## src/pcs_pkg.sv

```systemverilog
// Package for the channel smoother: sizes, field widths and the per-step result record.
// No dependencies; imported by pcs_chan_state and pot_channel_smoother.
`default_nettype none

package pcs_pkg;

  localparam int CHANNELS    = 13;
  localparam int SAMPLE_BITS = 10;
  localparam int CHAN_W      = 4;
  localparam int LEVEL_W     = 7;
  localparam int ACC_W       = LEVEL_W + 2;
  localparam int CNT_W       = 2;
  localparam int IN_DATA_W   = ((CHAN_W + SAMPLE_BITS + 7) / 8) * 8;
  localparam int OUT_DATA_W  = ((CHAN_W + LEVEL_W + 7) / 8) * 8;

  localparam logic [LEVEL_W-1:0] FULL_LEVEL = {LEVEL_W{1'b1}};
  localparam logic [CNT_W-1:0]   LAST_CNT   = {CNT_W{1'b1}};

  typedef struct packed {
    logic               hit;
    logic [CHAN_W-1:0]  chan;
    logic [LEVEL_W-1:0] level;
    logic               changed;
  } pcs_result_t;

endpackage

`default_nettype wire

```

## src/pcs_chan_state.sv

```systemverilog
// Per-channel accumulator, sample count and last level, plus the averaging update.
// Depends on pcs_pkg.
`default_nettype none

module pcs_chan_state import pcs_pkg::*; (
  input  wire logic                   clk,
  input  wire logic                   rst_n,
  input  wire logic                   step,
  input  wire logic [CHAN_W-1:0]      chan,
  input  wire logic [SAMPLE_BITS-1:0] sample,
  input  wire logic                   invert,
  output pcs_result_t                 res
);

  logic [ACC_W-1:0]   acc_r  [CHANNELS];
  logic [CNT_W-1:0]   cnt_r  [CHANNELS];
  logic [LEVEL_W-1:0] prev_r [CHANNELS];

  logic               in_range;
  logic               upd;
  logic [LEVEL_W-1:0] scaled;
  logic [ACC_W-1:0]   sum;
  logic [LEVEL_W-1:0] avg;
  logic [LEVEL_W:0]   mid;
  logic [LEVEL_W-1:0] lvl;
  logic [ACC_W-1:0]   acc_cur;
  logic [CNT_W-1:0]   cnt_cur;
  logic [LEVEL_W-1:0] prev_cur;

  assign in_range = ({1'b0, chan} < (CHAN_W + 1)'(CHANNELS));
  assign upd      = step && in_range;

  always_comb begin
    acc_cur  = '0;
    cnt_cur  = '0;
    prev_cur = '0;
    for (int i = 0; i < CHANNELS; i++) begin
      if (chan == CHAN_W'(i)) begin
        acc_cur  = acc_r[i];
        cnt_cur  = cnt_r[i];
        prev_cur = prev_r[i];
      end
    end
  end

  always_comb begin
    scaled = sample[SAMPLE_BITS-1 -: LEVEL_W];
    if (invert) begin
      scaled = FULL_LEVEL - scaled;
    end
    sum = acc_cur + ACC_W'(scaled);
    avg = sum[ACC_W-1:2];
    mid = {1'b0, prev_cur} + {1'b0, avg};
    lvl = (avg == FULL_LEVEL) ? FULL_LEVEL : mid[LEVEL_W:1];
  end

  always_comb begin
    res.hit     = upd && (cnt_cur == LAST_CNT);
    res.chan    = chan;
    res.level   = lvl;
    res.changed = (lvl != prev_cur);
  end

  always_ff @(posedge clk) begin
    if (!rst_n) begin
      for (int i = 0; i < CHANNELS; i++) begin
        acc_r[i]  <= '0;
        cnt_r[i]  <= '0;
        prev_r[i] <= '0;
      end
    end else if (upd) begin
      for (int i = 0; i < CHANNELS; i++) begin
        if (chan == CHAN_W'(i)) begin
          if (cnt_cur == LAST_CNT) begin
            acc_r[i]  <= '0;
            cnt_r[i]  <= '0;
            prev_r[i] <= lvl;
          end else begin
            acc_r[i] <= sum;
            cnt_r[i] <= cnt_cur + CNT_W'(1);
          end
        end
      end
    end
  end

  a_hit_needs_step: assert property (@(posedge clk) disable iff (!rst_n)
    res.hit |-> step && in_range)
    else $error("result without an in-range step");

  a_count_wraps: assert property (@(posedge clk) disable iff (!rst_n)
    res.hit |=> cnt_cur == '0 || $past(chan) != chan)
    else $error("count not cleared after result");

  a_count_advances: assert property (@(posedge clk) disable iff (!rst_n)
    upd && !res.hit |=> (chan != $past(chan)) || (cnt_cur == $past(cnt_cur) + CNT_W'(1)))
    else $error("count did not advance");

  a_level_stored: assert property (@(posedge clk) disable iff (!rst_n)
    res.hit |=> (chan != $past(chan)) || (prev_cur == $past(lvl)))
    else $error("level not stored");

endmodule

`default_nettype wire

```

## src/pot_channel_smoother.sv

```systemverilog
// Top level of the channel smoother: input register, channel state update, result register.
// Depends on pcs_pkg and pcs_chan_state.
// An accepted input goes to the input register, then its result to the result register.
// One input per cycle unless out_tready stalls; one result per fourth sample of a channel.
// Reset (rst_n low, synchronous): clears invert, all channel state and both valid flags.
`default_nettype none

module pot_channel_smoother import pcs_pkg::*; (
  input  wire logic                  clk,
  input  wire logic                  rst_n,
  input  wire logic                  cfg_we,
  input  wire logic                  cfg_wdata,   // invert
  input  wire logic                  in_tvalid,
  output logic                       in_tready,
  input  wire logic [IN_DATA_W-1:0]  in_tdata,    // channel[3:0], sample[13:4], zero pad
  output logic                       out_tvalid,
  input  wire logic                  out_tready,
  output logic [OUT_DATA_W-1:0]      out_tdata,   // channel_out[3:0], level[10:4], zero pad
  output logic                       out_tuser    // changed
);

  logic                   invert_r;
  logic                   in_v_r;
  logic [CHAN_W-1:0]      in_ch_r;
  logic [SAMPLE_BITS-1:0] in_smp_r;
  logic                   out_v_r;
  logic [CHAN_W-1:0]      out_ch_r;
  logic [LEVEL_W-1:0]     out_lvl_r;
  logic                   out_chg_r;
  logic                   adv;
  pcs_result_t            res;

  assign adv       = in_v_r && (!out_v_r || out_tready);
  assign in_tready = !in_v_r || adv;

  always_ff @(posedge clk) begin
    if (!rst_n) begin
      invert_r <= 1'b0;
    end else if (cfg_we) begin
      invert_r <= cfg_wdata;
    end
  end

  always_ff @(posedge clk) begin
    if (!rst_n) begin
      in_v_r <= 1'b0;
    end else if (in_tready) begin
      in_v_r <= in_tvalid;
    end
  end

  always_ff @(posedge clk) begin
    if (in_tvalid && in_tready) begin
      in_ch_r  <= in_tdata[CHAN_W-1:0];
      in_smp_r <= in_tdata[CHAN_W +: SAMPLE_BITS];
    end
  end

  pcs_chan_state u_state (
    .clk    (clk),
    .rst_n  (rst_n),
    .step   (adv),
    .chan   (in_ch_r),
    .sample (in_smp_r),
    .invert (invert_r),
    .res    (res)
  );

  always_ff @(posedge clk) begin
    if (!rst_n) begin
      out_v_r <= 1'b0;
    end else if (adv) begin
      out_v_r <= res.hit;
    end else if (out_tready) begin
      out_v_r <= 1'b0;
    end
  end

  always_ff @(posedge clk) begin
    if (adv && res.hit) begin
      out_ch_r  <= res.chan;
      out_lvl_r <= res.level;
      out_chg_r <= res.changed;
    end
  end

  assign out_tvalid = out_v_r;
  assign out_tdata  = OUT_DATA_W'({out_lvl_r, out_ch_r});
  assign out_tuser  = out_chg_r;

endmodule

`default_nettype wire
```

## config.mk

```make
export PLATFORM = sky130hd
export DESIGN_NAME = pot_channel_smoother
export DESIGN_NICKNAME = d
export VERILOG_FILES = /design/src/pcs_pkg.sv /design/src/pcs_chan_state.sv /design/src/pot_channel_smoother.sv
export SDC_FILE = /design/constraint.sdc
export NUM_CORES = 1
export LEC_CHECK = 0
export BUFFER_PORTS_ARGS = -buffer_cell sky130_fd_sc_hd__buf_2
export CELL_PAD_IN_SITES_DETAIL_PLACEMENT = 0
export CELL_PAD_IN_SITES_GLOBAL_PLACEMENT = 1
export CORE_MARGIN = 1
export CORE_UTILIZATION = 50
export DETAILED_ROUTE_END_ITERATION = 10
export GPL_ROUTABILITY_DRIVEN = 0
export GPL_TIMING_DRIVEN = 0
export MAX_ROUTING_LAYER = met4
export PLACE_DENSITY = 0.83
export SETUP_SLACK_MARGIN = 0.3
export SYNTH_ARGS = -nofsm -noshare
export SYNTH_HDL_FRONTEND = slang
export SYNTH_SLANG_ARGS = --single-unit
```

## constraint.sdc

```tcl
create_clock -name clk -period 9.8 [get_ports clk]
set_input_delay 0.49 -clock clk [delete_from_list [all_inputs] [get_ports clk]]
set_output_delay 0.49 -clock clk [all_outputs]
set_load 0.05 [all_outputs]
```

==> results of run 1 <==
[cell usage after synthesis (7+ instances only)]
cell,n
mux2i_1,17
clkbuf_1,41
a21oi_1,23
inv_1,28
xnor2_1,8
o22ai_1,7
edfxtp_1,257
buf_4,10
nand2_1,86
mux4_2,12
nor2_1,258
a22oi_1,28
ha_1,12
nand3_1,34
xor2_1,11
nand2b_1,9
buf_2,18
nor3_1,11
o21ai_0,35
a211oi_1,15
[power groups by stage]
stage	registers, mW	clock network (mW)	logic (mW)
2_1_floorplan	1.33	0	0.397
3_3_place_gp	1.34	0	0.577
3_5_place_dp	1.34	0	0.585
4_1_cts	1.32	1.02	0.588
5_1_grt	1.32	1.07	0.641
6_report	1.32	1.03	0.599
[registers in the layout, summed over array words and instances (netlist names)]
signal / flops
u_state.prev_r: 91
out_lvl_r: 7
out_tuser: 1
u_state.cnt_r: 26
u_state.acc_r: 117
out_tvalid: 1
in_v_r: 1
in_smp_r: 7
out_ch_r: 4
invert_r: 1
in_ch_r: 4
[layout make-up]
cell class / instances / area (um^2) / area share, %
Buffer: 79 / 432 / 3.07
Clock inverter: 19 / 186 / 1.33
Sequential cell: 260 / 7780 / 55.4
Clock buffer: 31 / 691 / 4.92
Multi-Input combinational cell: 716 / 4270 / 30.4
Tap cell: 324 / 405 / 2.89
Timing Repair Buffer: 33 / 175 / 1.25
Inverter: 30 / 114 / 0.811
[per-layer routing]
layer / GRT usage [%] / share of wire (%)
met5: - / 0
met4: 7.14 / 2.3
met3: 6.53 / 12
met2: 44.2 / 46
met1: 38.8 / 40
[worst min path at each step]
stage	cells after the start	end	start
detailed placement	0	out_ch_r[2]	in_ch_r[2]
CTS	1	in_smp_r[8]	in_tdata[12]
global placement	0	out_ch_r[2]	in_ch_r[2]
finish	1	in_smp_r[8]	in_tdata[12]
global route	1	in_smp_r[5]	in_tdata[9]
floorplan	0	out_ch_r[2]	in_ch_r[2]
[kinds of logic (layout without fill, tap and decap cells)]
| logic type | after synthesis | in the layout |
|---|---|---|
| buffers and inverters | 109 | 192 |
| adder cells (fa/ha/maj) | 16 | 16 |
| XOR/XNOR | 19 | 19 |
| multiplexers | 34 | 34 |
| AND/OR/NAND/NOR | 454 | 454 |
| flip-flops | 260 | 260 |
| AO/OA/AOI/OAI | 188 | 188 |
| other | 1 | 5 |
[per-stage QoR]
stage	utilization (%)	worst slack [ns]
after floorplan	-	3.89
final	57.4	1.11
after CTS	57.4	1.54
after global routing	57.4	0.993
after detailed placement	53.8	1.60
after global placement	53.7	1.61
[worst max-delay path: cells and delay by family (launching register included)]
kind            cells  cell delay, ns
compound gates      7            2.32
simple gates        7            0.59
flops               1            0.49
xor+xnor            1            0.88
fa+ha+maj           3            0.83
buf+inv            10            2.84
mux                 1            0.42
==> results.cfg, run 1 <==
[floorplan]
coreArea_um2 = 24500
die_h_um = 161
die_area_um2 = 25800
pin_count = 41
rows = 57
initial_core_util_pct = 51.4
die_x_um = 161

[place]
place_hpwl_um = 25500
placed_cells = 1442
place_area_um2 = 13200
io_buffers = 29

[global_routing]
grt_max_degree = 19
grt.overflow.total = 0
grt_pass1_vias = 8679
grtUsageTotal_pct = 28.7
grt_pass1_wl_um = 53100
antenna_found_initial = 0

[power]
p_clk_share_pct = 34.9
power.switching_uw = 876
combPwrFrac_pct = 20.4
p_sw_share_pct = 29.8
pwr-share-seq_pct = 44.8
power.density_nw_per_um2 = 209
leakage_nw = 5.24
p_int_mw = 2.07
irDropWorstVdd_mv = 0.137
total_power_mw = 2.94

[worst_setup_path]
required_ns = 10.07
slowest_delay_ns = 0.88
ff2ff_path_depth = 29
critical_path_class = register to register
crit_start = in_ch_r[1]
path_max_fanout = 10
worstReg2RegEnd = out_tuser
end_kind = register
worst-endpoint-arrival_ns = 8.96
crit_path_end = out_tuser
crit_slowest_cell = xnor2_1
r2r_setup_slack_ns = 1.11
reg2reg_from = in_ch_r[1]
cp-start-kind = register

[clock_tree]
clk_path_buf_depth = 3
clkTransAtPathRegs_ns = 0.06
cts_resized = 0
clockRootBuffer = clkbuf_16
numCtsBuffers = 27
cts_tree = done
htree_num_levels = 1
clkLatencyLatePin_ns = 0.56
cts.sink_count = 260
postCtsSetupBuffers = 0
postCtsHoldBufs = 0

[timing]
maxSlewHeadroom_pct = 20.3
finalSetupViolCount = 0
slew_viol_final = 0
grt_setup_unrepaired = no
fin_skew_ns = 0.0172
hold_viol = 0
fin_crit_sh_pct = 88.7
fmax_mhz = 115
finalSetupTns_ns = 0
fin_crit_ns = 8.69
whs_ns = 0.111
worst_slew_pin_slew_ns = 1.18

[synth]
synth-seq-cells = 260
synth_edf_count = 257
synth-compound-area-share_pct = 10.8
synth_xor_area_share_pct = 1.32
synthArstFlopShare_pct = 0
synth-main-ff-cell = edfxtp_1
yosysWarningCount = 0
yosysTopAreaCell = edfxtp_1
synth_top_family_by_area = simple AND/OR/NAND/NOR gates
syn_area_per_cell_um2 = 11.6
syn_area_um2 = 12600
ys_seq_area_share_pct = 61.9
synthSimpleGateAreaFrac_pct = 16.0
postSynthCellCount = 1081
synth_top_cell_area_share_pct = 61.4
synthMuxAreaShare_pct = 3.95
yosysUniqueCellTypes = 95
synth_adder_area_share_pct = 1.67
synthTopCellsByArea = edfxtp_1, nor2_1, nand2_1

[layout]
nets = 1183
areaGrowthSynthToFinish_pct = 11.7
layout_common_cells = nor2_1, edfxtp_1, nand2_1
final_cell_area_um2 = 14000
final_common_cell = nor2_1
stdcell_count = 1492
fillerInstances = 2046
diodes = 0
drive_gt1_share_pct = 13.4

[detailed_routing]
vias_per_cell = 6.09
drcViolationCount = 0
wl_um = 35300
drt_iter0_markers = 1428
firstDrtPassIters = 5
wl_per_cell_um = 23.7
ant_nets = 0
vias = 9079

[worst_hold_path]
hold_class = primary input to register

[run_status]
outcome = finished clean

[flow_run]
cap_violations = 0
(Power assumes the default switching activity.)
==> run 2: changes to the inputs <==
Settings changed: PLACE_DENSITY 0.83 to 0.82, SYNTH_HIERARCHICAL set to 1.
==> run 2 against run 1 <==
Utilization grew 0.31 points. Via count decreased by 7.3%. Design area fell by 2.4%. Sequential power hardly changed. Non-clock buffer count grew 7. Register-to-register slack improved by 0.73 ns. Hold slack better by 0.014 ns. First-iteration DRC count is 39% lower. Critical path depth is 3 lower. Clock-buffer cell count up 1. Final cell count is 3.3% lower.
==> results.cfg, run 2 <==
[flow_run]
cap_violations = 0

[detailed_routing]
wl_per_cell_um = 21.7
wl_um = 31300
ant_nets = 0
drcViolationCount = 0
firstDrtPassIters = 7
vias_per_cell = 5.83
drt_iter0_markers = 875
vias = 8416

[timing]
maxSlewHeadroom_pct = 9.59
finalSetupTns_ns = 0
fin_crit_ns = 7.96
worst_slew_pin_slew_ns = 1.34
fin_crit_sh_pct = 81.3
fin_skew_ns = 0.00833
slew_viol_final = 0
hold_viol = 0
fmax_mhz = 126
grt_setup_unrepaired = no
finalSetupViolCount = 0
whs_ns = 0.125

[layout]
layout_common_cells = edfxtp_1, nor2_1, nand2_1
areaGrowthSynthToFinish_pct = 12.2
drive_gt1_share_pct = 12.2
largest_reg_flops = 117
final_cell_area_um2 = 13700
final_common_cell = edfxtp_1
regMostFlops = u_state/acc_r
diodes = 0
top_regs = u_state/acc_r x117, u_state/prev_r x91, u_state/cnt_r x26
stdcell_count = 1443
nets = 1143

[worst_setup_path]
reg2reg_from = in_ch_r[1]
worstReg2RegEnd = u_state/prev_r[1][25]
crit_path_end = u_state/prev_r[1][25]
worst-endpoint-arrival_ns = 8.22
cp-start-kind = register
path_max_fanout = 10
required_ns = 10.06
end_kind = register
critical_path_class = register to register
ff2ff_path_depth = 26
r2r_setup_slack_ns = 1.84
crit_start = in_ch_r[1]

[global_routing]
grt_max_degree = 14
grt_pass1_wl_um = 46500
antenna_found_initial = 0
grt_pass1_vias = 7909
grt.overflow.total = 0
grtUsageTotal_pct = 26.3

[clock_tree]
htree_num_levels = 1
cts_tree = done
clockRootBuffer = clkbuf_16
postCtsSetupBuffers = 0
clkTransAtPathRegs_ns = 0.06
numCtsBuffers = 28
cts.sink_count = 260
cts_resized = 0
clkLatencyLatePin_ns = 0.54
postCtsHoldBufs = 0
clk_path_buf_depth = 3

[power]
p_int_mw = 2.13
power.density_nw_per_um2 = 224
combPwrFrac_pct = 23.1
p_clk_share_pct = 33.5
leakage_nw = 5.17
irDropWorstVdd_mv = 0.140
power.switching_uw = 947
p_sw_share_pct = 30.8
pwr-share-seq_pct = 43.4

[place]
place_area_um2 = 12800
place_hpwl_um = 22800
io_buffers = 30
placed_cells = 1394

[floorplan]
coreArea_um2 = 23800
die_h_um = 158
pin_count = 41
die_area_um2 = 25100
die_x_um = 158
rows = 56
initial_core_util_pct = 51.5

[run_status]
outcome = finished clean

[synth]
syn_area_um2 = 12200
postSynthCellCount = 1037
syn_area_per_cell_um2 = 11.8
yosysWarningCount = 6

[worst_hold_path]
hold_class = primary input to register
## run 2: cell types whose count changed in the layout (fill, tap and decap cells not counted), sizes merged, moves of 6 or more
cell    before  now
clkbuf      75   86
a22oi       28   17
mux2i       17   10
nor2       260  245
nor3        11    4
a211oi      15    5
nand3       34   24
a221oi       5   12
a21oi       25   19
a31oi        5   12
## run 2: stage by stage
stage | power [mW] | util (%) | worst slack, ns
after floorplan | 1.82 | - | 3.83
after global placement | 2.05 | 53.8 | 1.86
after detailed placement | 2.06 | 54.0 | 1.91
after CTS | 3.08 | 57.7 | 1.89
after global routing | 3.19 | 57.7 | 1.29
final | 3.07 | 57.7 | 1.84
## run 2: routing by layer
layer / part of all wire (%) / global-route usage (%) / up-vias
met5: 0 / - / -
met4: 2.6 / 7.05 / 0
met3: 6.4 / 2.59 / 59
met2: 48 / 42.6 / 330
met1: 43 / 35.7 / 4139
li1: - / - / 3888
## run 2: cell type report
cell class / instances / area [um^2]
plain buffers: 85 / 394
multi-input cells: 669 / 3970
flip-flops and latches: 260 / 7780
fillers: 2038 / 10000
repair buffers: 34 / 184
clock buffers: 32 / 737
inverters: 27 / 101
clock inverters: 17 / 155
well taps: 319 / 399
## run 2: how the worst min path moves through the flow
stage          cells after the start  slack [ns]        start         end
3_5_place_dp                       2        0.51   out_tvalid  out_tvalid
3_3_place_gp                       2        0.50       in_v_r      in_v_r
5_1_grt                            1        0.12  in_tdata[0]  in_ch_r[0]
6_report                           1        0.13  in_tdata[2]  in_ch_r[2]
4_1_cts                            1        0.10  in_tdata[2]  in_ch_r[2]
2_1_floorplan                      2        0.48     invert_r    invert_r
## run 2: power by group through the flow
stage / sequential [mW] / clock (mW) / combinational [mW]
finish: 1.33 / 1.03 / 0.710
global route: 1.34 / 1.08 / 0.770
CTS: 1.33 / 1.04 / 0.703
detailed placement: 1.36 / 0 / 0.698
global placement: 1.35 / 0 / 0.691
floorplan: 1.35 / 0 / 0.474
## run 2: worst max-delay path, stage by stage, from the launching register on
cell and delay (ns):
edfxtp_1 0.57, buf_4 0.25, buf_4 0.21, buf_4 0.21, buf_2 0.32, buf_1 0.62, mux4_2 0.43, a22oi_1 0.17
nand2_1 0.07, o21ai_0 0.13, a31oi_1 0.14, a221o_1 0.32, ha_1 0.25, a21o_1 0.19, a21oi_1 0.16, xor2_1 0.54
clkbuf_1 0.53, inv_1 0.31, ha_1 0.36, inv_1 0.03, nor4_1 0.49, nand2_1 0.11, a31oi_1 0.26, xor2_1 0.13
o21ai_0 0.29, clkbuf_1 0.42, inv_1 0.15
==> run 3: changes to the inputs <==
Settings changed: CORE_UTILIZATION 50 to 46, PLACE_DENSITY 0.82 to 0.8.
Clock period 9.8 ns to 6.6 ns, I/O delays scaled along.
==> run 3 against run 2 <==
Sequential share of layout area shrank 2.3 points. Via count is 2.9% higher. Largest power group unchanged. Routed wire length is 4.6% higher. Design area rose by 4.2%. Utilization decreased by 2.9 points. Non-clock buffer count grew 27. Clock power rose by 52%. Global-route usage is 1.0 points lower. Combinational power rose by 66%. Register-to-register slack worse by 1.4 ns. First-iteration DRC count is 3.9% higher.
==> results.cfg, run 3 (synthesis results as in run 2) <==
[timing]
whs_ns = 0.0180
maxSlewHeadroom_pct = 6.86
fin_crit_sh_pct = 94.1
finalSetupTns_ns = 0
grt_setup_unrepaired = no
fin_skew_ns = 0.0120
fin_crit_ns = 6.21
worst_slew_pin_slew_ns = 1.38
slew_viol_final = 0
hold_viol = 0
fmax_mhz = 161
finalSetupViolCount = 0

[clock_tree]
cts_tree = done
htree_num_levels = 1
clockRootBuffer = clkbuf_16
clkTransAtPathRegs_ns = 0.06
clk_path_buf_depth = 3
clkLatencyLatePin_ns = 0.55
cts.sink_count = 260
numCtsBuffers = 28

[worst_setup_path]
crit_start = in_ch_r[1]
cp-start-kind = register
required_ns = 6.88
path_max_fanout = 10
end_kind = register
path_buf_inv = 9
slowest_delay_ns = 0.66
reg2reg_from = in_ch_r[1]
crit_slowest_cell = nor3_1
critical_path.top_delay_family = buffers and inverters
critical_path_class = register to register
worst_path_most_repeated_cell = inv_1
worst-endpoint-arrival_ns = 6.49
cp_cell_sequence = buf_6 -> buf_4 -> nor3_1 -> clkbuf_1 -> a221o_1 -> ha_2 -> inv_1 -> fa_2 -> nor2b_1 -> o31a_1 -> buf_4 -> a21o_1 -> clkbuf_4 -> inv_1 -> ha_1 -> or2_2 -> nand2_1 -> nand2_1 -> o21ai_0 -> a31oi_1 -> xor2_1 -> o21ai_1 -> clkbuf_4 -> inv_1

[layout]
regMostFlops = u_state/acc_r
diodes = 0
layout_common_cells = edfxtp_1, nor2_1, nand2_1
top_regs = u_state/acc_r x117, u_state/prev_r x91, u_state/cnt_r x26
areaGrowthSynthToFinish_pct = 16.9
final_util_pct = 54.8
final_cell_area_um2 = 14300
nets = 1170
largest_reg_flops = 117
drive_gt1_share_pct = 17.8
fillerInstances = 2248
final_common_cell = edfxtp_1

[detailed_routing]
vias_per_cell = 5.81
drt_iter0_markers = 909
firstDrtPassIters = 7
vias = 8656
ant_nets = 0
drcViolationCount = 0
wl_um = 32800
wl_per_cell_um = 22.0

[global_routing]
grt.overflow.total = 0
grtUsageTotal_pct = 25.3
grt_max_degree = 15
grt_pass1_wl_um = 49100
grt_pass1_vias = 8301
antenna_found_initial = 0

[floorplan]
pin_count = 41
die_area_um2 = 27200
coreArea_um2 = 26100
initial_core_util_pct = 46.9
rows = 59
die_x_um = 165
die_h_um = 165

[worst_hold_path]
hold_class = primary input to register
min_from = in_tvalid

[place]
place_area_um2 = 12800
place_hpwl_um = 23400
io_buffers = 30

[power]
leakage_nw = 5.43
irDropWorstVdd_mv = 0.260
power.density_nw_per_um2 = 331

[run_status]
outcome = finished clean

[flow_run]
cap_violations = 0
==> run 3: cell count changes in the layout (fill, tap and decap cells not counted), moves of 4 or more <==
cell	change
buf_6	+6
o21ai_0	-4
clkbuf_4	+10
xor2_1	-4
clkbuf_2	+11
buf_4	+16
clkinv_1	-4
clkbuf_1	-22
buf_2	-7
dlygate4sd3_1	+11
==> run 3: layout make-up <==
class / count / area (um^2) / area share [%]
flip-flops and latches: 260 / 7780 / 54.4
multi-input cells: 669 / 4090 / 28.6
clock buffers: 35 / 747 / 5.23
plain buffers: 85 / 558 / 3.91
well taps: 335 / 419 / 2.93
repair buffers: 61 / 414 / 2.90
clock inverters: 17 / 183 / 1.28
inverters: 27 / 101 / 0.709
==> run 3: worst paths after layout <==
kind	endpoint	slack (ns)	cells past startpoint
setup / recovery	u_state/prev_r[1][25]	0.39	24
hold / removal	in_v_r	0.02	3
setup reg to reg	u_state/prev_r[1][25]	0.39	24
hold reg to reg	out_tvalid	0.52	2
==> run 3: worst register-to-register path: cells and delay by family (launching register included) <==
family          cells  cell delay, ns
compound gates      6            1.12
flops               1            0.50
buf+inv             9            1.85
xor+xnor            1            0.18
simple gates        5            1.36
fa+ha+maj           3            0.92
==> run 3: metrics by stage <==
| step | worst slack [ns] | cells | power (mW) |
|---|---|---|---|
| 6_report | 0.389 | 1489 | 4.74 |
| 4_1_cts | 0.313 | 1482 | 4.70 |
| 2_1_floorplan | 0.631 | 1041 | 2.71 |
| 5_1_grt | 0.283 | 1489 | 4.91 |
| 3_3_place_gp | -1.30 | 1406 | 3.04 |
| 3_5_place_dp | -1.33 | 1410 | 3.06 |
==> run 3: report_power, final <==
group	internal, mW	leakage, nW	switching (mW)
sequential	1.95	2.65	0.0333
combinational	0.390	2.34	0.792
clock	0.923	0.446	0.650
total	3.26	5.43	1.48
==> run 3: what timing repair did <==
action                                  in CTS  in global routing
buffers inserted                             9                  7
gates cloned                                 0                  0
endpoints found under the setup margin      99                 65
resized for setup                           56                 58
hold endpoints to repair                    11                  0
pin swaps                                    3                  7
hold buffers                                11                  0
==> run 3: layer usage <==
layer / track usage, % / share of wire, %
met3: 2.51 / 6.1
met2: 39.8 / 49
met1: 35.2 / 43
met4: 6.51 / 2.1
met5: - / 0
